==> src/rtl/core/tmps_pkg.sv <==
`default_nettype none
package tmps_pkg;
	localparam int OUT_BITS = 22;
	localparam logic [OUT_BITS-1:0] OUT_MAX = {1'b0, {(OUT_BITS-1){1'b1}}};
	localparam logic [OUT_BITS-1:0] OUT_MIN = {1'b1, {(OUT_BITS-1){1'b0}}};
	localparam logic [1:0] REG_ROW_COUNT = 2'd0;

	typedef logic signed [OUT_BITS-1:0] sum_t;

	typedef struct packed {
		logic kind;
		sum_t value;
		logic last;
	} result_t;

	function automatic sum_t sat_add(input sum_t a, input sum_t b);
		logic signed [OUT_BITS:0] s;
		s = {a[OUT_BITS-1], a} + {b[OUT_BITS-1], b};
		if (s[OUT_BITS] != s[OUT_BITS-1]) begin
			sat_add = s[OUT_BITS] ? OUT_MIN : OUT_MAX;
		end else begin
			sat_add = s[OUT_BITS-1:0];
		end
	endfunction
endpackage
`default_nettype wire

==> src/rtl/core/tmps_front.sv <==
`default_nettype none
module tmps_front
	import tmps_pkg::*;
#(
	parameter int MAX_ROWS = 32,
	parameter int VALUE_BITS = 16,
	parameter int AW = 10
) (
	input wire logic clk,
	input wire logic arst_n,
	input wire logic in_valid,
	output logic in_stall,
	input wire logic [15:0] cell_value,
	input wire logic [5:0] rows,
	input wire logic restart,
	input wire logic busy,
	output logic wr_en,
	output logic [AW-1:0] wr_addr,
	output logic [VALUE_BITS-1:0] wr_data,
	output logic start
);
	localparam int RW = $clog2(MAX_ROWS + 1);
	logic [AW:0] count_q;
	logic [AW:0] total;
	logic [RW-1:0] n;
	logic [2*RW+1:0] prod;

	always_comb begin
		if (rows == 6'd0) begin
			n = RW'(1);
		end else if (32'(rows) > MAX_ROWS) begin
			n = RW'(MAX_ROWS);
		end else begin
			n = RW'(rows);
		end
		prod = (2*RW+2)'(n) * ((2*RW+2)'(n) + 1'b1);
		total = (AW+1)'(prod >> 1);
	end

	assign in_stall = busy;
	assign wr_en = in_valid && !busy;
	assign wr_addr = count_q[AW-1:0];
	assign wr_data = cell_value[VALUE_BITS-1:0];
	assign start = wr_en && (count_q + 1'b1 == total);

	always_ff @(posedge clk or negedge arst_n) begin
		if (!arst_n) begin
			count_q <= '0;
		end else if (restart) begin
			count_q <= '0;
		end else if (wr_en) begin
			count_q <= start ? '0 : count_q + 1'b1;
		end
	end
endmodule
`default_nettype wire

==> config.mk <==
export PLATFORM = sky130hd
export DESIGN_NAME = tmps_front
export DESIGN_NICKNAME = d
export VERILOG_FILES = /design/src/rtl/core/tmps_pkg.sv /design/src/rtl/core/tmps_front.sv
export SDC_FILE = /design/constraint.sdc
export NUM_CORES = 1
export LEC_CHECK = 0
export BUFFER_PORTS_ARGS = -buffer_cell sky130_fd_sc_hd__buf_2
export CORE_ASPECT_RATIO = 2
export CORE_MARGIN = 10
export CORE_UTILIZATION = 30
export DETAILED_ROUTE_END_ITERATION = 12
export PLACE_DENSITY_LB_ADDON = 0.1
export SYNTH_ARGS = -nofsm -noshare
export SYNTH_HDL_FRONTEND = slang
export SYNTH_SLANG_ARGS = --single-unit
==> constraint.sdc <==
create_clock -name clk -period 9.9 [get_ports clk]
set_input_delay 1.485 -clock clk [delete_from_list [all_inputs] [get_ports clk]]
set_output_delay 1.485 -clock clk [all_outputs]
set_load 0.02 [all_outputs]
Word level (Yosys, flattened, before mapping) --
Cells that the tools add are included.
Storage, ports and cells: bits in registers 11, bits in latches 0, memory bits (writable) 0, ROM bits 0, output and inout bits 29, word-level logic and storage cells 16, memories 0
Operators by class: add/sub/neg operators 2, multiply operators 1, divide/modulo/power cells 0, order comparisons 1, equality and inequality tests 1, shifts and indexed selects 0, multiplexer cells 5, bitwise gates (word level) 0, reductions and logical operators 5
Operators by type and width (number):
- 11-bit 2-to-1 mux | 3
- 6-bit by 7-bit multiplier with 12-bit output | 1
- 6-bit 2-to-1 mux | 2
- 11-bit by 1-bit adder with 11-bit output (second input constant) | 1
- 11-bit equality test | 1
- 6-bit by 1-bit adder with 7-bit output (second input constant) | 1
- 6-bit > comparator (second input constant) | 1
- 6-bit logical NOT | 1
- 1-bit logical AND | 2
- 2-bit nonzero test | 1
- 1-bit logical NOT | 1

Logic depth before layout (Yosys ltp) --
Gate-level depths: netlist (run 1).
word-level depth 10, mapped depth 20, mapped depth without buffers 20

Worst setup path after synthesis (run 1) --
No wires, ideal clock.
kind input-to-output, start point input rows[3], end point output start, arrival time 6882 ps, data required time 8415 ps, setup slack 1533 ps, cell stages on the path 18, path buffers 0, cell sequence nor4_1 > o21bai_1 > nor3_1 > nand3_1 > ha_1 > or2_2 > fa_1 > inv_1 > fa_1 > inv_1 > fa_1 > inv_1 > ha_1 > and3_1 > a221oi_1 > o21ai_0 > xnor2_1 > a2111oi_0
Between the ends: longest elaborated chain between the ends 7
Ends and longest elaborated chain:
- from (decl) | line tmps_front.sv:14 | input wire logic [5:0] rows,
- 6-bit > comparator | line tmps_front.sv:31 | end else if (32'(rows) > MAX_ROWS) begin
- 6-bit 2-to-1 mux | line tmps_front.sv:31
- 6-bit 2-to-1 mux * | line tmps_front.sv:29 | if (rows == 6'd0) begin
- 6-bit by 1-bit adder with 7-bit output | line tmps_front.sv:36 | prod = (2*RW+2)'(n) * ((2*RW+2)'(n) + 1'b1);
- 6-bit by 7-bit multiplier with 12-bit output * | line tmps_front.sv:36
- 11-bit equality test * | line tmps_front.sv:44 | assign start = wr_en && (count_q + 1'b1 == total);
- 1-bit logical AND * | line tmps_front.sv:44
- to (decl) | line tmps_front.sv:20 | output logic start
Every way passes the cells marked *; elsewhere a longest branch is shown, timed or not.

Worst setup path in the final report (run 1) --
Same ends and word-level chain as after synthesis.

==> results.md, run 1 <==
* Largest family of logic cells by synthesized area: adder cells
* Sequential share of the synthesized area at 0.118
* HP Class: register to register
* Post-synth cell types at 43
* Least-Margin Pin Slew at ~0.66 ns
* Setup TNS at 0 ns
* Share of the synthesized area in the top cell type at 0.171
* Combinational power share at 0.526
* Period utilization at 0.874
* Total gr overflow at 0
* Root buf cell: clkbuf_16
* Placed Instances at 359
* Post-synth EDFFs at 0
* Status: completed
* Hold depth at 2
* Switching Fraction at 0.384
* Clock share of power at 0.291
* Min cycle time layout at about 8.7 ns
* Reg with most FFs: count_q
* Area leader, netlist: fa_1
* Post-CTS Repair Setup Buffers at 0
* Synth top area cells: fa_1 (17%), ha_1 (14%), dfrtp_1 (12%)
* Starting density of the core at 0.308
* CTS tree: built
* Hold WS at approximately 0.57 ns
* CP Max Fanout at 7
* Synthesis-to-layout area growth at 3.75%
* Unrepaired setup endpoints after global routing: false
* Clock transition at the registers of the reported paths at 0.04 ns
* Adder-cell share of the synthesized area at 0.316
* Drt total wl at 5.68 mm
* Crit. End Element: primary output
* Hold Crit Start: count_q[10]$_DFFE_PN0P_
* Die ar. at around 12000 sq um
* Die width at 82.4 microns
* Max Freq at 116 MHz
* Largest net degree at the start of global routing at 13
* DIE HEIGHT at 145 microns
* R2R Setup Slk at slightly above 7 ns
* Leak at 1.20 nW
* Crit path launch: rows[3]
* Hold endpoint: count_q[10]$_DFFE_PN0P_
* Synth Area in Compound Gates at 0.0781
* Power density over cell area at 106 nW/um^2
* Peak VDD IR at 102 uV
* Area of the mapped netlist at 2340 sq um
* Global-route wire length before repair at 9.60 mm
* Post-synth top cells: inv_1 (41), buf_4 (27), ha_1 (27)
* Post-synth ARST share at 1.00
* Worst r2r dst: count_q[0]$_DFFE_PN0P_
* DRT Pass-1 Iters at 3
* Antenna-violating nets left at 0
* CTS Buffer Depth at 2
* Post-DR vias/cell at 4.76
* FF-to-FF path depth at 7
* CTS H-tree lvls at 1
* P_int at 0.158 mW
* Seq cells post-synth at 11
* Max-cap viol count at 0
* Hold buffer count at CTS at 0
* CP Cell Sequence: buf_2 -> nor4_1 -> o21bai_1 -> nor3_1 -> nand3_1 -> ha_1 -> or2_2 -> fa_1 -> inv_1 -> fa_1 -> inv_1 -> fa_1 -> inv_1 -> ha_1 -> and3_1 -> a221oi_1 -> o21ai_0 -> xnor2_1 -> a2111oi_0 -> buf_2
* Warnings from Yosys at 0
* Dpl hpwl at slightly above 5 mm
* Post-synthesis mux area share at 0
* Later-pin clock latency in the skew report at ~0.24 ns
* WS Path Type: primary input to primary output
* PortBufs at 23
* GRT Total Usage at 0.105
* Floorplan core area at ~7600 sq um
* Routed wire length per instance at 15.6 microns
* Final Setup Violations at 0
* DRC Markers at 0
* Cell Rows at 45
* Pins Over Slew Limit at 0
* Final Hold Fails at 0
* Most frequent cell after synthesis: inv_1
* Total number of vias at 1727
* Share of layout cells above drive strength 1 at 0.112
* Syn Area/Cell at 8.53 sq um
* NetSw at 0.0986 mW
* Clk_skew at 0.000899 ns
* PostCTS Resize Cnt at 0
* CP Launch Type: primary input
* Sequential share of power at 0.183
* Slowest cell on crit path: fa_1
* Number of flip-flops in the largest register at 11
* R2r startpoint: count_q[0]$_DFFE_PN0P_
* Total CTS buffers at 3
* Post-synth top flop: dfrtp_1
* Diodes inserted at 0
* Final GP Congestion at approximately 0.74
* Starting DRT DRC Count at 30
* Biggest regs: count_q: 11 flops
* Layout Cells excl Fill at 363
* Simple-Gate Fraction of Synth Area at 0.184
* Num Clock Sinks at 11
* Io pins at 56
* Worst EP arrival at 7.17 ns
* Slowest cell delay on critical path at 0.53 ns
* Fin nets at approximately 340
* Initial antenna violation count at 0
* Xor and xnor area share after synthesis at 0.134
* Post-Synthesis Cells at roughly 270
* WP data required at between 8 and 9 ns
* Slew HR at 0.559
* Vias in the first global route at ~2.0k
[power by group through the flow]
stage	sequential [mW]	combinational (mW)	clock [mW]
after floorplan	0.0472	0.119	0
after global placement	0.0475	0.138	0
after detailed placement	0.0475	0.138	0
after CTS	0.0469	0.138	0.0772
after global routing	0.0470	0.154	0.0802
final	0.0469	0.135	0.0747
[cells in the final DEF (no fill, tap or decap), drive strengths merged, types with 5 or more instances in the layout]
cell    netlist  routed
inv          41      41
nand3         9       9
nor3         16      16
nand2         6       6
conb          2       5
xnor2        22      22
a21oi         6       6
nor2         24      24
buf          27      23
dfrtp        11      11
xor2          6       6
fa           20      20
ha           27      27
nand2b        8       8
[cell type report]
type,instances,area (sq um)
fillers,858,5170
multi-input cells,189,1680
flip-flops and latches,11,275
well taps,94,118
inverters,42,158
clock buffers,4,78.8
repair buffers,23,115
[metrics by stage]
| stage | instance area, sq um | utilization | power (mW) | setup WS [ns] |
|---|---|---|---|---|
| global route | 2430 | 0.319 | 0.281 | 0.782 |
| CTS | 2430 | 0.319 | 0.263 | 1.21 |
| finish | 2430 | 0.319 | 0.257 | 1.25 |
| global placement | 2350 | 0.309 | 0.186 | 1.28 |
| detailed placement | 2350 | 0.309 | 0.185 | 1.24 |
| floorplan | 2350 | - | 0.166 | 1.53 |
[how the worst max path moves through the flow]
stage,end,depth (start not counted)
2_1_floorplan,start,18
3_3_place_gp,start,20
3_5_place_dp,start,20
4_1_cts,start,20
5_1_grt,start,20
6_report,start,20
[critical path, delay by kind of cell]
kind,cells,cell delay (ns)
AOI/OAI and AO/OA,4,1.29
xor gates and xnor gates,1,0.28
adders and majority gates,5,2.25
buffers and inverters,5,0.50
and+or+nand+nor,5,1.33
[routing by layer]
layer	wire, microns	global-route usage	vias up
met3	192	0.0117	25
met1	1880	0.0934	815
met2	3280	0.200	36
met5	0	0	-
met4	322	0.0775	0
li1	-	-	851
[cell families (layout without fill, tap and decap cells)]
family                   after synthesis  in the layout
AO/OA/AOI/OAI                         24             24
buffers and inverters                 77             69
XOR/XNOR                              31             31
flip-flops                            11             11
AND/OR/NAND/NOR                       82             82
adder cells (fa/ha/maj)               47             47
other                                  2              5
(Power assumes the default switching activity.)
==> run 2: changes to the inputs <==
RECOVER_POWER = 50   (was not set)
==> results.md, run 2 (same netlist as run 1, synthesis figures left out) <==
* DRT Pass-1 Iters at 3 (unchanged)
* FF-to-FF path depth at 7 (unchanged)
* Routed wire length per instance at 15.6 microns (about the same)
* Later-pin clock latency in the skew report at 0.24 ns (about the same)
* Starting DRT DRC Count at 28 (-6.7%)
* Power density over cell area at 106 nW/um^2 (+0.49%)
* Num Clock Sinks at 11 (unchanged)
* Status: completed
* CP Max Fanout at 7 (unchanged)
* Peak VDD IR at 102 uV (about the same)
* Die ar. at 11900 sq um (unchanged)
* Crit path launch: rows[3]
* Setup TNS at 0 ns (unchanged)
* Cell Rows at 45 (unchanged)
* Final Setup Violations at 0 (unchanged)
* Worst setup endpoint: start
* Share of layout cells above drive strength 1 at 0.0706 (-0.0409)
* Diodes inserted at 0 (unchanged)
* Initial antenna violation count at 0 (unchanged)
* Synthesis-to-layout area growth at 3.16%
* Largest net degree at the start of global routing at 13 (unchanged)
* Clock transition at the registers of the reported paths at 0.04 ns (about the same)
* Grt met2 use at 0.200 (unchanged)
* Power, Total at 0.256 mW (about the same)
* CTS tree: built
* Total CTS buffers at 3 (unchanged)
* Combinational power share at 0.526 (about the same)
* CTS H-tree lvls at 1 (unchanged)
* Vias in the first global route at 1988 (unchanged)
* Total number of vias at 1727 (unchanged)
* Global-route wire length before repair at 9.60 mm (unchanged)
* CTS Buffer Depth at 2 (unchanged)
* Post-DR vias/cell at 4.76 (unchanged)
* Layout Cells excl Fill at 363 (unchanged)
* Unrepaired setup endpoints after global routing: false
* Register area at 275 sq um (unchanged)
* Final Hold Fails at 0 (unchanged)
* WS Path Type: primary input to primary output
* Fin nets at 344 (unchanged)
* Slowest cell delay on critical path at 0.53 ns (about the same)
* Reg with most FFs: count_q
* Least-Margin Pin Slew at 0.661 ns (+0.0000704 ns)
* WP data required at 8.42 ns (about the same)
* Crit. End Element: primary output
* NetSw at 0.0986 mW (about the same)
* DIE HEIGHT at 145 microns (unchanged)
* CP Launch Type: primary input
* Die width at 82.4 microns (unchanged)
* Hold buffer count at CTS at 0 (unchanged)
* Clk_skew at 0.000902 ns (+0.00000361 ns)
* Slowest cell on crit path: fa_1
* Floorplan core area at 7600 sq um (unchanged)
* Setup ws final at 1.25 ns (+0.000100 ns)
* Total gr overflow at 0 (unchanged)
* CP Cell Sequence: buf_2 -> nor4_1 -> o21bai_1 -> nor3_1 -> nand3_1 -> ha_1 -> or2_2 -> fa_1 -> inv_1 -> fa_1 -> inv_1 -> fa_1 -> inv_1 -> ha_1 -> and3_1 -> a221oi_1 -> o21ai_0 -> xnor2_1 -> a2111oi_0 -> buf_2
* Worst r2r dst: count_q[0]$_DFFE_PN0P_
* P_int at 0.158 mW (-0.15%)
* GRT Total Usage at 0.105 (unchanged)
* Period utilization at 0.874 (about the same)
* Max Freq at 116 MHz (about the same)
* Leak at 1.16 nW (-3.8%)
* Fillers at 859 (+0.12%)
* Pins Over Slew Limit at 0 (unchanged)
* Final GP Congestion at 0.735 (unchanged)
* Levels on crit path at 20 (unchanged)
* R2r startpoint: count_q[0]$_DFFE_PN0P_
* HP Class: register to register
* PortBufs at 23 (unchanged)
* Switching Fraction at 0.385 (+0.000452)
* Drt total wl at 5.68 mm (about the same)
* R2R Setup Slk at 7.03 ns (about the same)
* Worst path top cell family by delay: adder cells
* Met3 usage at 0.0117 (unchanged)
* Place WS at 1.24 ns (unchanged)
* Worst EP arrival at 7.17 ns (about the same)
* Max-cap viol count at 0 (unchanged)
* WP buf/inv at 5 (unchanged)
* Fin util at 0.317 (-0.00181)
* Biggest regs: count_q: 11 flops
* Dpl cell area at 2350 sq um (unchanged)
* Sequential share of power at 0.183 (about the same)
* Starting density of the core at 0.308 (unchanged)
* Design Area, Final at 2410 sq um (-0.57%)
* Post-CTS Repair Setup Buffers at 0 (unchanged)
* Hold WS at 0.573 ns (-0.00000300 ns)
* Min cycle time layout at 8.65 ns (-0.000100 ns)
* Number of flip-flops in the largest register at 11 (unchanged)
* DRC Markers at 0 (unchanged)
* Clock share of power at 0.291 (about the same)
* PostCTS Resize Cnt at 0 (unchanged)
* Commonest non-fill, non-tap cell in the layout: inv_1
* Io pins at 56 (unchanged)
* Slew HR at 0.559 (about the same)
* Area of the multi-input gates at 1680 sq um (unchanged)
* Root buf cell: clkbuf_16
* Antenna-violating nets left at 0 (unchanged)
* Dpl hpwl at 5.10 mm (unchanged)
* Placed Instances at 359 (unchanged)
* Commonest non-fill, non-tap cells in the layout: inv_1 (41), ha_1 (27), nor2_1 (24), xnor2_1 (22), fa_1 (20)
* Met1 usage at 0.0934 (unchanged)
* Most Used Layer, Global Route: met2
-- run 2: how the worst min path moves through the flow --
stage / start / end / depth (start not counted)
3_5_place_dp: count_q[10]$_DFFE_PN0P_ / count_q[10]$_DFFE_PN0P_ / 2
5_1_grt: count_q[10]$_DFFE_PN0P_ / count_q[10]$_DFFE_PN0P_ / 2
2_1_floorplan: count_q[10]$_DFFE_PN0P_ / count_q[10]$_DFFE_PN0P_ / 2
4_1_cts: count_q[10]$_DFFE_PN0P_ / count_q[10]$_DFFE_PN0P_ / 2
3_3_place_gp: count_q[10]$_DFFE_PN0P_ / count_q[10]$_DFFE_PN0P_ / 2
6_report: count_q[10]$_DFFE_PN0P_ / count_q[10]$_DFFE_PN0P_ / 2
-- run 2: area by class of cell --
| cell class | instances | share of cell area |
|---|---|---|
| tap | 94 | 0.0488 |
| inverter | 42 | 0.0654 |
| sequential | 11 | 0.114 |
| multi-input combinational | 189 | 0.697 |
| clock buffer | 4 | 0.0327 |
| timing repair buffer | 23 | 0.0420 |
-- run 2: per-layer routing --
metal	routed length (microns)	part of all wire
met3	181	0.032
met5	0	0
met1	1890	0.33
met4	322	0.057
met2	3280	0.58
-- run 2: power groups by stage --
stage | Clock (mW) | Sequential [mW] | Combinational, mW
finish | 0.0747 | 0.0469 | 0.135
global route | 0.0802 | 0.0470 | 0.154
CTS | 0.0772 | 0.0469 | 0.138
detailed placement | 0 | 0.0475 | 0.138
global placement | 0 | 0.0475 | 0.138
floorplan | 0 | 0.0472 | 0.119
-- run 2: worst reg2reg max path: stages (launching register included) --
cell	delay, ns
dfrtp_1	0.48
ha_1	0.27
nand4_1	0.34
or3_1	0.49
nand3_1	0.09
nand4b_1	0.20
a2111oi_1	0.67
a211oi_1	0.16
